<file path="config.mk">
export PLATFORM = sky130hd
export DESIGN_NAME = audio_level_meter_autogain_core
export DESIGN_NICKNAME = d
export VERILOG_FILES = /design/src/alm_pkg.sv /design/src/alm_div.sv /design/src/audio_level_meter_autogain_core.sv
export VERILOG_INCLUDE_DIRS = /design/src /design/src/src
export SDC_FILE = /design/constraint.sdc
export NUM_CORES = 1
export LEC_CHECK = 0
export BUFFER_PORTS_ARGS = -buffer_cell sky130_fd_sc_hd__clkbuf_2
export CORE_ASPECT_RATIO = 0.75
export CORE_MARGIN = 2
export CORE_UTILIZATION = 41
export DETAILED_ROUTE_END_ITERATION = 12
export GPL_ROUTABILITY_DRIVEN = 0
export PLACE_DENSITY = 0.59
export RECOVER_POWER = 100
export SYNTH_ARGS = -nofsm -noshare
export SYNTH_HDL_FRONTEND = slang
export SYNTH_SLANG_ARGS = --single-unit
</file>
<file path="constraint.sdc">
create_clock -name aclk -period 5.91 [get_ports aclk]
set_input_delay 0.591 -clock aclk [delete_from_list [all_inputs] [get_ports aclk]]
set_output_delay 0.591 -clock aclk [all_outputs]
set_load 0.02 [all_outputs]
</file>
<file path="src/audio_level_meter_autogain_core_macros.svh">
// Assertion macros for the audio level meter core.
// Uses the aclk and aresetn ports of the module that includes it; no other dependency.
`ifndef AUDIO_LEVEL_METER_AUTOGAIN_CORE_MACROS_SVH
`define AUDIO_LEVEL_METER_AUTOGAIN_CORE_MACROS_SVH

// Same-cycle implication, checked outside reset.
`define ALM_ASSERT_IMP(lbl, ante, cons, msg) \
    lbl: assert property (@(posedge aclk) disable iff (!aresetn) (ante) |-> (cons)) \
        else $error(msg);

// Next-cycle implication, checked outside reset.
`define ALM_ASSERT_NXT(lbl, ante, cons, msg) \
    lbl: assert property (@(posedge aclk) disable iff (!aresetn) (ante) |=> (cons)) \
        else $error(msg);

`endif

</file>
<file path="src/alm_pkg.sv">
// Shared constants and types for the audio level meter core.
// No dependencies; used by alm_div and audio_level_meter_autogain_core.
package alm_pkg;

    localparam int SMP_W  = 10;   // raw sample
    localparam int MAG_W  = 10;   // magnitude after noise floor
    localparam int LVL_W  = 10;   // smoothed level
    localparam int AVG_W  = 11;   // running min / max averages
    localparam int NF_W   = 9;
    localparam int FP_W   = 8;
    localparam int OFF_W  = 9;
    localparam int CFG_W  = 9;
    localparam int CFG_AW = 2;

    localparam logic [CFG_AW-1:0] CFG_NOISE_FLOOR = 2'd0;
    localparam logic [CFG_AW-1:0] CFG_PEAK_FALL   = 2'd1;
    localparam logic [CFG_AW-1:0] CFG_DC_OFFSET   = 2'd2;

    localparam logic [NF_W-1:0]  NF_RST     = 9'd10;
    localparam logic [FP_W-1:0]  FP_RST     = 8'd15;
    localparam logic [OFF_W-1:0] OFF_RST    = 9'd0;
    localparam logic [LVL_W-1:0] LVL_RST    = 10'd2;
    localparam logic [AVG_W-1:0] MINAVG_RST = 11'd0;
    localparam logic [AVG_W-1:0] MAXAVG_RST = 11'd512;
    localparam int               PEAK_RST   = 6;
    localparam int               MIDPOINT   = 512;

    typedef struct packed {
        logic done;   // one-cycle pulse, quotient valid
        logic sat;    // quotient does not fit the quotient width
    } div_stat_t;

endpackage

</file>
<file path="src/alm_div.sv">
// Restoring divider, one quotient bit per cycle through a single subtractor.
// Depends on alm_pkg for the status struct.
module alm_div #(
    parameter int NW = 16,
    parameter int DW = 11,
    parameter int QB = 5
) (
    input  logic                 aclk,
    input  logic                 aresetn,
    input  logic                 start,
    input  logic [NW-1:0]        num,
    input  logic [DW-1:0]        den,
    output logic [QB-1:0]        quo,
    output alm_pkg::div_stat_t   stat
);

    localparam int CW    = ((NW > DW + QB) ? NW : DW + QB) + 1;
    localparam int CNT_W = $clog2(QB + 1);

    logic [NW-1:0]    rem_reg;
    logic [CW-2:0]    dsh_reg;
    logic [QB-1:0]    q_reg;
    logic             sat_reg;
    logic             run_reg;
    logic             done_reg;
    logic [CNT_W-1:0] cnt_reg;

    logic [CW-1:0]    diff;
    logic             ge;

    assign diff = {1'b0, (CW-1)'(rem_reg)} - {1'b0, dsh_reg};
    assign ge   = !diff[CW-1];

    always_ff @(posedge aclk) begin
        if (!aresetn) begin
            run_reg  <= 1'b0;
            done_reg <= 1'b0;
            cnt_reg  <= '0;
        end else begin
            done_reg <= 1'b0;
            if (start) begin
                run_reg <= 1'b1;
                cnt_reg <= CNT_W'(QB);
            end else if (run_reg) begin
                cnt_reg <= cnt_reg - 1'b1;
                if (cnt_reg == '0) begin
                    run_reg  <= 1'b0;
                    done_reg <= 1'b1;
                end
            end
        end
    end

    always_ff @(posedge aclk) begin
        if (start) begin
            rem_reg <= num;
            dsh_reg <= (CW-1)'(den) << QB;
            q_reg   <= '0;
            sat_reg <= 1'b0;
        end else if (run_reg) begin
            dsh_reg <= dsh_reg >> 1;
            if (cnt_reg == CNT_W'(QB)) begin
                // top step only checks for overflow of the quotient
                sat_reg <= ge;
            end else begin
                q_reg <= {q_reg[QB-2:0], ge};
                if (ge) begin
                    rem_reg <= diff[NW-1:0];
                end
            end
        end
    end

    assign quo       = q_reg;
    assign stat.done = done_reg;
    assign stat.sat  = sat_reg;

endmodule

</file>
<file path="src/audio_level_meter_autogain_core.sv">
// Audio level meter: noise-gated magnitude, 7/8 smoother, auto-ranged bar and peak dot.
// Each sample runs through the filter, prepare, divide, peak, window scan, average and output
// steps; the divide step is skipped when the divisor is zero or the signs differ (no divide).
// The next input is taken in the cycle after the result loads, so a new sample is not taken
// before the last one is through; the divider quotient width is HW = clog2(COLUMN_HEIGHT + 3),
// the window scan reads every entry; reset (aresetn low, sync) restores state, config, valids.
`include "audio_level_meter_autogain_core_macros.svh"

module audio_level_meter_autogain_core #(
    parameter int WINDOW_LENGTH = 6,
    parameter int COLUMN_HEIGHT = 16,
    localparam int TOP      = COLUMN_HEIGHT + 2,
    localparam int HW       = $clog2(TOP + 1),
    localparam int OUT_BITS = 2 * HW + 1 + alm_pkg::LVL_W,
    localparam int OUT_W    = ((OUT_BITS + 7) / 8) * 8,
    localparam int IN_W     = ((alm_pkg::SMP_W + 7) / 8) * 8
) (
    input  logic                        aclk,
    input  logic                        aresetn,
    input  logic                        s_tvalid,
    output logic                        s_tready,
    input  logic [IN_W-1:0]             s_tdata,   // sample
    output logic                        m_tvalid,
    input  logic                        m_tready,
    output logic [OUT_W-1:0]            m_tdata,   // bar_height, peak_level, peak_shown,
                                                   // smoothed_level
    input  logic                        cfg_we,
    input  logic [alm_pkg::CFG_AW-1:0]  cfg_addr,
    input  logic [alm_pkg::CFG_W-1:0]   cfg_wdata
);

    localparam int AW    = $clog2(WINDOW_LENGTH);
    localparam int SW    = $clog2(WINDOW_LENGTH + 1);
    localparam int NW    = $clog2(TOP * ((1 << alm_pkg::AVG_W) - 1) + 1);
    localparam int DIF_W = alm_pkg::SMP_W + 2;
    localparam int AV_W  = alm_pkg::AVG_W;
    localparam int LV_W  = alm_pkg::LVL_W;
    localparam int MG_W  = alm_pkg::MAG_W;

    localparam logic [2:0] S_IDLE = 3'd0;
    localparam logic [2:0] S_FILT = 3'd1;
    localparam logic [2:0] S_PREP = 3'd2;
    localparam logic [2:0] S_DIV  = 3'd3;
    localparam logic [2:0] S_PEAK = 3'd4;
    localparam logic [2:0] S_SCAN = 3'd5;
    localparam logic [2:0] S_AVG  = 3'd6;
    localparam logic [2:0] S_OUT  = 3'd7;

    logic [2:0]                 state_reg, state_next;

    logic [alm_pkg::NF_W-1:0]   nf_reg;
    logic [alm_pkg::FP_W-1:0]   fp_reg;
    logic [alm_pkg::OFF_W-1:0]  off_reg;

    logic [MG_W-1:0]            mag_reg;
    logic [LV_W-1:0]            lf_reg;
    logic [AV_W-1:0]            min_avg_reg, max_avg_reg;
    logic [AW-1:0]              widx_reg;
    logic [WINDOW_LENGTH-1:0]   win_vld_reg;
    logic [MG_W-1:0]            win_mem [WINDOW_LENGTH];
    logic [MG_W-1:0]            rd_data_reg;
    logic                       rd_vld_reg;
    logic [SW-1:0]              scan_cnt_reg;
    logic [MG_W-1:0]            lo_reg, hi_reg;
    logic [alm_pkg::FP_W-1:0]   fall_cnt_reg;
    logic [HW-1:0]              peak_hold_reg;
    logic [HW-1:0]              height_reg;
    logic [HW-1:0]              res_peak_reg;

    logic                       m_tvalid_reg;
    logic [HW-1:0]              m_bar_reg, m_peak_reg;
    logic                       m_shown_reg;
    logic [LV_W-1:0]            m_lvl_reg;

    // magnitude path
    logic [DIF_W-1:0]           diff_c, diff_neg_c;
    logic [MG_W-1:0]            mag_abs_c, mag_cut_c;
    // smoother
    logic [LV_W+2:0]            lf7_c, lf_sum_c;
    // divide operands
    logic [AV_W:0]              dn_c, dn_neg_c, den_c, den_neg_c;
    logic [AV_W-1:0]            dn_abs_c, den_abs_c;
    logic [NW-1:0]              num_abs_c;
    logic                       div_start;
    logic [HW-1:0]              quo;
    alm_pkg::div_stat_t         div_stat;
    logic [HW-1:0]              quo_clip_c;
    // peak
    logic [HW-1:0]              pk_rise_c;
    logic [alm_pkg::FP_W-1:0]   fc_inc_c;
    logic                       drop_c;
    // scan and averages
    logic [MG_W-1:0]            entry_c;
    logic [AV_W-1:0]            hi_adj_c;
    logic [AV_W+5:0]            min63_c, max63_c;
    logic                       out_load;

    assign s_tready = (state_reg == S_IDLE);

    always_ff @(posedge aclk) begin
        if (!aresetn) begin
            nf_reg  <= alm_pkg::NF_RST;
            fp_reg  <= alm_pkg::FP_RST;
            off_reg <= alm_pkg::OFF_RST;
        end else if (cfg_we) begin
            case (cfg_addr)
                alm_pkg::CFG_NOISE_FLOOR: nf_reg  <= cfg_wdata[alm_pkg::NF_W-1:0];
                alm_pkg::CFG_PEAK_FALL:   fp_reg  <= cfg_wdata[alm_pkg::FP_W-1:0];
                alm_pkg::CFG_DC_OFFSET:   off_reg <= cfg_wdata[alm_pkg::OFF_W-1:0];
                default: ;
            endcase
        end
    end

    // center on midpoint plus offset, take magnitude, remove noise floor
    always_comb begin
        diff_c = {2'b00, s_tdata[alm_pkg::SMP_W-1:0]} - DIF_W'(alm_pkg::MIDPOINT)
                 - {{(DIF_W-alm_pkg::OFF_W){off_reg[alm_pkg::OFF_W-1]}}, off_reg};
        diff_neg_c = -diff_c;
        mag_abs_c  = diff_c[DIF_W-1] ? diff_neg_c[MG_W-1:0] : diff_c[MG_W-1:0];
        mag_cut_c  = (mag_abs_c > MG_W'(nf_reg)) ? mag_abs_c - MG_W'(nf_reg) : '0;
    end

    assign lf7_c    = {lf_reg, 3'b000} - {3'b000, lf_reg};
    assign lf_sum_c = lf7_c + {3'b000, mag_reg};

    always_comb begin
        dn_c      = {{(AV_W+1-LV_W){1'b0}}, lf_reg} - {1'b0, min_avg_reg};
        den_c     = {1'b0, max_avg_reg} - {1'b0, min_avg_reg};
        dn_neg_c  = -dn_c;
        den_neg_c = -den_c;
        dn_abs_c  = dn_c[AV_W] ? dn_neg_c[AV_W-1:0] : dn_c[AV_W-1:0];
        den_abs_c = den_c[AV_W] ? den_neg_c[AV_W-1:0] : den_c[AV_W-1:0];
        num_abs_c = NW'(dn_abs_c * TOP);
    end

    // signs agree and divisor nonzero: quotient is non-negative, divide magnitudes
    assign div_start = (state_reg == S_PREP) && (den_c != '0) && !(dn_c[AV_W] ^ den_c[AV_W]);

    alm_div #(
        .NW (NW),
        .DW (AV_W),
        .QB (HW)
    ) u_div (
        .aclk    (aclk),
        .aresetn (aresetn),
        .start   (div_start),
        .num     (num_abs_c),
        .den     (den_abs_c),
        .quo     (quo),
        .stat    (div_stat)
    );

    assign quo_clip_c = (div_stat.sat || quo > HW'(TOP)) ? HW'(TOP) : quo;

    assign pk_rise_c = (height_reg > peak_hold_reg) ? height_reg : peak_hold_reg;
    assign fc_inc_c  = fall_cnt_reg + 1'b1;
    assign drop_c    = (fc_inc_c >= fp_reg);

    assign entry_c  = rd_vld_reg ? rd_data_reg : '0;
    assign hi_adj_c = ((hi_reg - lo_reg) < MG_W'(TOP)) ? AV_W'(lo_reg) + AV_W'(TOP)
                                                        : AV_W'(hi_reg);
    assign min63_c  = {min_avg_reg, 6'b000000} - (AV_W+6)'(min_avg_reg) + (AV_W+6)'(lo_reg);
    assign max63_c  = {max_avg_reg, 6'b000000} - (AV_W+6)'(max_avg_reg) + (AV_W+6)'(hi_adj_c);

    assign out_load = (state_reg == S_OUT) && (!m_tvalid_reg || m_tready);

    always_comb begin
        state_next = state_reg;
        case (state_reg)
            S_IDLE: if (s_tvalid) state_next = S_FILT;
            S_FILT: state_next = S_PREP;
            S_PREP: state_next = div_start ? S_DIV : S_PEAK;
            S_DIV:  if (div_stat.done) state_next = S_PEAK;
            S_PEAK: state_next = S_SCAN;
            S_SCAN: if (scan_cnt_reg == SW'(WINDOW_LENGTH)) state_next = S_AVG;
            S_AVG:  state_next = S_OUT;
            S_OUT:  if (out_load) state_next = S_IDLE;
            default: state_next = S_IDLE;
        endcase
    end

    always_ff @(posedge aclk) begin
        if (!aresetn) begin
            state_reg     <= S_IDLE;
            lf_reg        <= alm_pkg::LVL_RST;
            min_avg_reg   <= alm_pkg::MINAVG_RST;
            max_avg_reg   <= alm_pkg::MAXAVG_RST;
            widx_reg      <= '0;
            win_vld_reg   <= '0;
            fall_cnt_reg  <= '0;
            peak_hold_reg <= HW'(alm_pkg::PEAK_RST);
            scan_cnt_reg  <= '0;
            m_tvalid_reg  <= 1'b0;
        end else begin
            state_reg <= state_next;
            case (state_reg)
                S_FILT: begin
                    lf_reg                <= lf_sum_c[LV_W+2:3];
                    win_vld_reg[widx_reg] <= 1'b1;
                    widx_reg <= (widx_reg == AW'(WINDOW_LENGTH - 1)) ? '0 : widx_reg + 1'b1;
                end
                S_PEAK: begin
                    fall_cnt_reg  <= drop_c ? '0 : fc_inc_c;
                    peak_hold_reg <= (drop_c && pk_rise_c != '0) ? pk_rise_c - 1'b1
                                                                 : pk_rise_c;
                    scan_cnt_reg  <= '0;
                end
                S_SCAN: scan_cnt_reg <= scan_cnt_reg + 1'b1;
                S_AVG: begin
                    min_avg_reg <= min63_c[AV_W+5:6];
                    max_avg_reg <= max63_c[AV_W+5:6];
                end
                default: ;
            endcase
            if (out_load) begin
                m_tvalid_reg <= 1'b1;
            end else if (m_tready) begin
                m_tvalid_reg <= 1'b0;
            end
        end
    end

    // payload and window memory, no reset needed
    always_ff @(posedge aclk) begin
        if (state_reg == S_IDLE) begin
            mag_reg <= mag_cut_c;
        end
        if (state_reg == S_FILT) begin
            win_mem[widx_reg] <= mag_reg;
        end
        if (state_reg == S_SCAN && scan_cnt_reg < SW'(WINDOW_LENGTH)) begin
            rd_data_reg <= win_mem[scan_cnt_reg[AW-1:0]];
            rd_vld_reg  <= win_vld_reg[scan_cnt_reg[AW-1:0]];
        end
        if (state_reg == S_SCAN) begin
            // read data is registered and arrives in the cycle after its address
            if (scan_cnt_reg == SW'(1)) begin
                lo_reg <= entry_c;
                hi_reg <= entry_c;
            end else if (scan_cnt_reg != '0) begin
                if (entry_c < lo_reg) lo_reg <= entry_c;
                if (entry_c > hi_reg) hi_reg <= entry_c;
            end
        end
        if (state_reg == S_PREP) begin
            // zero divisor saturates; opposite signs clip to zero
            if (den_c == '0) begin
                height_reg <= HW'(TOP);
            end else if (!div_start) begin
                height_reg <= '0;
            end
        end
        if (state_reg == S_DIV && div_stat.done) begin
            height_reg <= quo_clip_c;
        end
        if (state_reg == S_PEAK) begin
            res_peak_reg <= pk_rise_c;
        end
        if (out_load) begin
            m_bar_reg   <= height_reg;
            m_peak_reg  <= res_peak_reg;
            m_shown_reg <= (res_peak_reg != '0) && (res_peak_reg <= HW'(COLUMN_HEIGHT - 1));
            m_lvl_reg   <= lf_reg;
        end
    end

    assign m_tvalid = m_tvalid_reg;
    assign m_tdata  = OUT_W'({m_lvl_reg, m_shown_reg, m_peak_reg, m_bar_reg});

    `ALM_ASSERT_IMP(a_div_done_in_div, div_stat.done, state_reg == S_DIV, "stray divider done")
    `ALM_ASSERT_NXT(a_accept_starts, s_tvalid && s_tready, state_reg == S_FILT, "no filter step")
    `ALM_ASSERT_IMP(a_bar_in_range, m_tvalid, m_tdata[HW-1:0] <= HW'(TOP), "bar above top")
    `ALM_ASSERT_IMP(a_peak_in_range, 1'b1, peak_hold_reg <= HW'(TOP), "peak above top")

endmodule
</file>
Word level (Yosys, flattened, before mapping)
Memory sizes are Yosys's and may differ from the RTL's. A register that Yosys moved wholly into a read port is not among the register bits.
Index checks and enable logic that the tools add are counted.
- multiply operators: 1
- $add $sub $neg: 22
- mux-type cells: 47
- $lt $le $gt $ge: 12
- reduce and logical (&&, ||, !) cells: 41
- equal/unequal tests: 20
- bitwise gates (word level): 6
- operator list (cell ; number):
    16-bit 2-to-1 mux ; 6
    10-bit 2-to-1 mux ; 8
    5-bit 2-to-1 mux ; 7
    17-bit by 11-bit subtractor with 17-bit output ; 2
    11-bit 2-to-1 mux ; 3
    3-bit 2-to-1 mux ; 8
    3-bit one-hot mux with 8 select lines ; 1
    11-bit negator ; 2
    3-bit equality test (second input constant) ; 7
    17-bit by 10-bit adder with 17-bit output ; 1
    17-bit by 11-bit adder with 17-bit output ; 1
    16-bit by 16-bit subtractor with 17-bit output ; 1
    11-bit by 4-bit multiplier with 15-bit output (second input constant) ; 1
    2-bit nonzero test ; 7
    13-bit by 10-bit adder with 13-bit output ; 1
    13-bit by 10-bit subtractor with 13-bit output ; 1
    12-bit logical NOT ; 1
    2-bit AND reduction ; 6
    3-bit AND reduction ; 4
    12-bit nonzero test ; 1
    10-bit by 11-bit subtractor with 12-bit output ; 1
    11-bit by 11-bit subtractor with 12-bit output ; 1
    11-bit by 9-bit subtractor with 12-bit output ; 1
    10-bit by 5-bit adder with 11-bit output (second input constant) ; 1
    44 further kinds ; 76
- output and inout port bits: 26
- memory bits (writable): 60
- word-level logic and storage cells: 183
- memories: 1
- bits of input ports: 32
- bits in registers: 192
- memory list (memory ; depth ; bits a word ; rd ports ; clocked after Yosys merged registers in ; wr ports ; RTL line ; RTL):
    win_mem ; 6 ; 10 ; 1 ; 1 ; 1 ; audio_level_meter_autogain_core.sv:60 ; logic [MG_W-1:0] win_mem [WINDOW_LENGTH];

Depth between registers and ports, before layout
- depth in word-level cells: 8
- gate-level depth with buffers: 24
- gate-level depth less buffers: 23

By module
A second synthesis with hierarchy kept.
- cells, all modules: 1752
- area, all modules: 17122.7 um^2
- modules (own cells, without submodules) (module ; area each (um^2) ; instances ; seq. area each (um^2) ; cells each):
    audio_level_meter_autogain_core ; 14466.4 ; 1 ; 5705.5 ; 1471
    alm_div ; 2656.3 ; 1 ; 1131.1 ; 281

Least setup slack after synthesis
OpenSTA, ideal clock, no wires.
- kind: reg2reg
- start point: register lo_reg[0]
- end point: register max_avg_reg[7]
- cell stages (with the launch flop): 25
- slack: 1.003 ns
- path buffers: 2
- data required time: 5.823 ns
- data arrival time: 4.820 ns
- library setup time: 0.087 ns
- clock period less this slack: 4.907 ns
- path through: edfxtp_1 nand2b_1 inv_1 fa_1 xor2_1 nand3_1 mux2_1 a32o_1 a2111oi_4 buf_2 clkbuf_1 o21ai_0 fa_1 inv_1 ha_1 a21oi_1 nor2b_1 o21ai_0 nand2b_1 a21oi_1 inv_1 a21oi_1 a21boi_0 o21a_1 o31ai_1
- word-level cells in the longest chain between the ends: 4
- elaborated cells between the ends (all ways): 5
- those cells by class: add/sub: 3; order compare: 1; mux: 1
- ends and longest elaborated chain (item ; RTL line ; RTL):
    from (decl) ; audio_level_meter_autogain_core.sv:64 ; logic [MG_W-1:0] lo_reg, hi_reg;
    from (signal assigned) ; audio_level_meter_autogain_core.sv:239 ; lo_reg <= entry_c;
    from (signal assigned) ; audio_level_meter_autogain_core.sv:242 ; if (entry_c < lo_reg) lo_reg <= entry_c;
    10-bit subtractor ; audio_level_meter_autogain_core.sv:161 ; assign hi_adj_c = ((hi_reg - lo_reg) < MG_W'(TOP)) ? AV_W'(lo_reg) + AV_W'(TOP)
    10-bit by 5-bit < comparator with 1-bit output ; audio_level_meter_autogain_core.sv:161 ;
    11-bit 2-to-1 mux * ; audio_level_meter_autogain_core.sv:161 ;
    17-bit by 11-bit adder with 17-bit output * ; audio_level_meter_autogain_core.sv:164 ; assign max63_c = {max_avg_reg, 6'b000000} - (AV_W+6)'(max_avg_reg) + (AV_W+6)'(hi_adj_c);
    to (signal assigned) ; audio_level_meter_autogain_core.sv:188 ; max_avg_reg <= alm_pkg::MAXAVG_RST;
    to (signal assigned) ; audio_level_meter_autogain_core.sv:212 ; max_avg_reg <= max63_c[AV_W+5:6];
    to (decl) ; audio_level_meter_autogain_core.sv:57 ; logic [AV_W-1:0] min_avg_reg, max_avg_reg;
Mark *: on every way between the ends. The rest lies on a longest branch, timed or not.
A chain may end at the register's enable or synchronous reset.

Worst setup path after layout
- start point: register min_avg_reg[1]
- end point: register u_div.rem_reg[15], data pin
- word-level cells in the longest chain between the ends: 5
- elaborated cells between the ends (all ways): 11
- those cells by class: add/sub: 3; mul: 1; mux: 2; bitwise: 1; reduce/logical: 4
- ends and longest elaborated chain (item ; RTL line ; RTL):
    from (decl) ; audio_level_meter_autogain_core.sv:57 ;
    from (signal assigned) ; audio_level_meter_autogain_core.sv:187 ; min_avg_reg <= alm_pkg::MINAVG_RST;
    from (signal assigned) ; audio_level_meter_autogain_core.sv:211 ; min_avg_reg <= min63_c[AV_W+5:6];
    10-bit by 11-bit subtractor with 12-bit output / 11-bit by 11-bit subtractor with 12-bit output (equally long branches) ; audio_level_meter_autogain_core.sv:128, audio_level_meter_autogain_core.sv:129 ;
    11-bit negator, or another cell as far along ; audio_level_meter_autogain_core.sv:130 ; dn_neg_c = -dn_c;
    11-bit 2-to-1 mux, or another cell as far along ; audio_level_meter_autogain_core.sv:132 ; dn_abs_c = dn_c[AV_W] ? dn_neg_c[AV_W-1:0] : dn_c[AV_W-1:0];
    11-bit by 4-bit multiplier with 15-bit output / 1-bit logical AND (equally long branches) ; audio_level_meter_autogain_core.sv:134, audio_level_meter_autogain_core.sv:138 ;
    16-bit 2-to-1 mux * ; alm_div.sv:55 ; if (start) begin
    to (signal assigned) ; alm_div.sv:56 ; rem_reg <= num;
    to (signal assigned) ; alm_div.sv:68 ; rem_reg <= diff[NW-1:0];
    to (decl) ; alm_div.sv:20 ; logic [NW-1:0] rem_reg;
Marks and branches as above.

==> impl_metrics.json <==
{
  "status": "finished, violations left",
  "violations": "capacitance limit, slew limit",
  "maxSlewViolCount": 155,
  "postSynthCellCount": 1742,
  "regArea_sq_mm": 0.00683,
  "remaining_drc_errors": 0,
  "insertion_delay_ns": 0.58,
  "drive_above_1_share": 0.0593,
  "cts.sinks": 262,
  "cts_max_level": 1,
  "r2r_slack_ns": 0.51,
  "synth_top_cell_by_area": "edfxtp_1",
  "cp_data_required_time_ns": 6.24,
  "area_growth_pct": 10.5,
  "grt_pass1_vias": 11900,
  "largest_reg_flops": 60,
  "wirelength_um": 39100,
  "grt_first_pass_wirelength_um": 63400,
  "antennaDiodeCount": 0,
  "async_flop_share": 0,
  "synth.avg_cell_area_sq_um": 9.84,
  "dpl.hpwl_um": 29100,
  "synth_seq_cells": 262,
  "final_common_cell": "inv_1",
  "numCtsBuffers": 29,
  "grt_antenna_before_repair": 0,
  "synth_top_area_frac": 0.277,
  "cts_tree": "built",
  "ys_seq_area_frac": 0.398,
  "peakVddDrop_mv": 0.676,
  "slowest_delay_ns": 0.41,
  "num_vias": 12500,
  "dr.pass1.iters": 7,
  "crit_chain": "inv_1 > ha_1 > nor2b_1 > o2111ai_1 > a311oi_1 > o21ai_0 > nand2b_1 > o21ai_1 > o21ai_0 > xnor2_1 > ha_1 > ha_1 > fa_1 > a21o_1 > a21o_1 > a21o_1 > a21oi_1 > o21bai_1 > a21oi_1 > nor2_1 > a32o_1",
  "antenna_left": 0,
  "finalClockSkew_ns": 0.0231,
  "grt_max_degree": 40,
  "hold_ws_ns": 0.250,
  "die_w_um": 240,
  "die_h_um": 181,
  "setup_viol": 0,
  "p_leak_nw": 7.70,
  "max_freq_mhz": 185,
  "via_per_inst": 5.25,
  "layout_common_cells": "inv_1 (193), ha_1 (177), edfxtp_1 (158)",
  "track_usage": 0.181,
  "synth_flop_cell": "edfxtp_1",
  "rows": 64,
  "critical_path.top_delay_family": "compound AO/OA/AOI/OAI gates",
  "wire_per_inst_um": 16.4,
  "final-hold-violation-count": 0,
  "cp_data_arrival_time_ns": 5.73,
  "multi_input_area_sq_mm": 0.00935,
  "ioPinCount": 58,
  "finalNetCount": 2029,
  "syn_area_sq_mm": 0.0171,
  "fin_crit_sh": 0.913,
  "clk_path_buf_depth": 3,
  "rsz0062_at_grt": "no",
  "synthTopCellsByArea": "edfxtp_1 (28%), ha_1 (13%), dfxtp_1 (12%)",
  "cp-start-kind": "flip-flop",
  "fillers": 3961,
  "final_cell_area_sq_mm": 0.0189,
  "p_per_area_mw_per_mm2": 471,
  "synth_enable_flop_cells": 158,
  "fp.coreArea_sq_mm": 0.0410,
  "synth_cell_types": 75,
  "start_util": 0.418,
  "yosys_warnings": 0,
  "cts_root_buffer": "clkbuf_16",
  "overflow": 0,
  "path_class": "reg2reg",
  "hp-class": "in2reg",
  "die-area_sq_mm": 0.0435,
  "port_buffers": 48,
  "slew-limit-headroom": -0.478,
  "cpMaxStageDelayCell": "fa_1",
  "crit_fanout": 6,
  "drt_iter0_drc": 652,
  "critPathCaptureType": "flip-flop",
  "fin_crit_ns": 5.40,
  "maxCapViolCount": 6,
  "place_area_sq_mm": 0.0181,
  "path_buf_inv": 1,
  "cts_hold_buf": 0,
  "post-route-util": 0.462,
  "cts.reportedPaths.clkPinSlew_ns": 0.07,
  "worst_slew_pin_slew_ns": 2.22,
  "tns_ns": 0
}
==> Yosys cell counts, types with 11 or more instances <==
cell / number
nor3_1: 33
and2_1: 20
inv_1: 193
dfxtp_1: 104
nand2_1: 105
fa_1: 23
a22o_1: 15
clkbuf_1: 33
and3_1: 13
nand3_1: 35
xnor2_1: 79
or3_1: 15
nor2_1: 144
mux2i_1: 54
mux4_2: 11
a21o_1: 36
ha_1: 177
nand2b_1: 20
a21oi_1: 134
nor2b_1: 17
xor2_1: 34
o21a_1: 28
o211ai_1: 12
o21bai_1: 13
edfxtp_1: 158
o21ai_0: 56
==> path summary, 6_finish.rpt <==
check,to,startpoint,cells past startpoint
worst min-delay path,nf_reg[8]$_SDFFE_PN0P_,cfg_wdata[8],3
worst max-delay path,u_div.rem_reg[15]$_DFFE_PP_,min_avg_reg[1]$_SDFFE_PN0P_,21
worst max register to register,u_div.rem_reg[15]$_DFFE_PP_,min_avg_reg[1]$_SDFFE_PN0P_,21
worst min register to register,m_peak_reg[0]$_DFFE_PP_,res_peak_reg[0]$_DFFE_PP_,0
==> per-layer routing <==
layer	track usage	wire (um)	vias to the layer above
li1	-	-	6317
met5	0	0	-
met2	0.279	17100	202
met1	0.272	19900	5927
met3	0.0263	1510	43
met4	0.0298	585	0
==> power by group <==
| part | switching (W) | internal [W] |
|---|---|---|
| clock | 0.000781 | 0.00113 |
| sequential | 0.000221 | 0.00227 |
| combinational | 0.00255 | 0.00196 |
==> cell families after synthesis <==
logic type | Yosys count | share of synthesized area
buf+inv | 241 | 0.0545
xor+xnor | 114 | 0.0587
simple gates | 454 | 0.127
mux | 68 | 0.0482
other cells | 1 | 0.000219
fa+ha+maj | 200 | 0.156
compound gates | 402 | 0.156
flops | 262 | 0.398
==> cell type report <==
class / instances / share of cell area
Inverter: 193 / 0.0382
Clock buffer: 42 / 0.0446
Timing Repair Buffer: 70 / 0.0173
Tap cell: 561 / 0.0371
Multi-Input combinational cell: 1241 / 0.494
Sequential cell: 262 / 0.360
Clock inverter: 12 / 0.00852
==> tightest hold or removal path, cell delays in order <==
cell      delay (ns)
clkbuf_2        0.09
a21oi_1         0.05
nor2_1          0.07
==> repair_timing <==
action,CTS,global route
setup endpoints to repair,0,7
buffers inserted,0,1
gates resized for setup,0,1
==> through the flow <==
stage / power (W) / setup WS, ns / cells
5_1_grt: 0.00966 / 0.0882 / 2381
4_1_cts: 0.00901 / 0.316 / 2380
3_3_place_gp: 0.00694 / 0.443 / 2326
3_5_place_dp: 0.00704 / 0.324 / 2326
6_report: 0.00892 / 0.513 / 2381
2_1_floorplan: 0.00591 / 1.00 / 1744
Power figures use the tool's default switching activity.
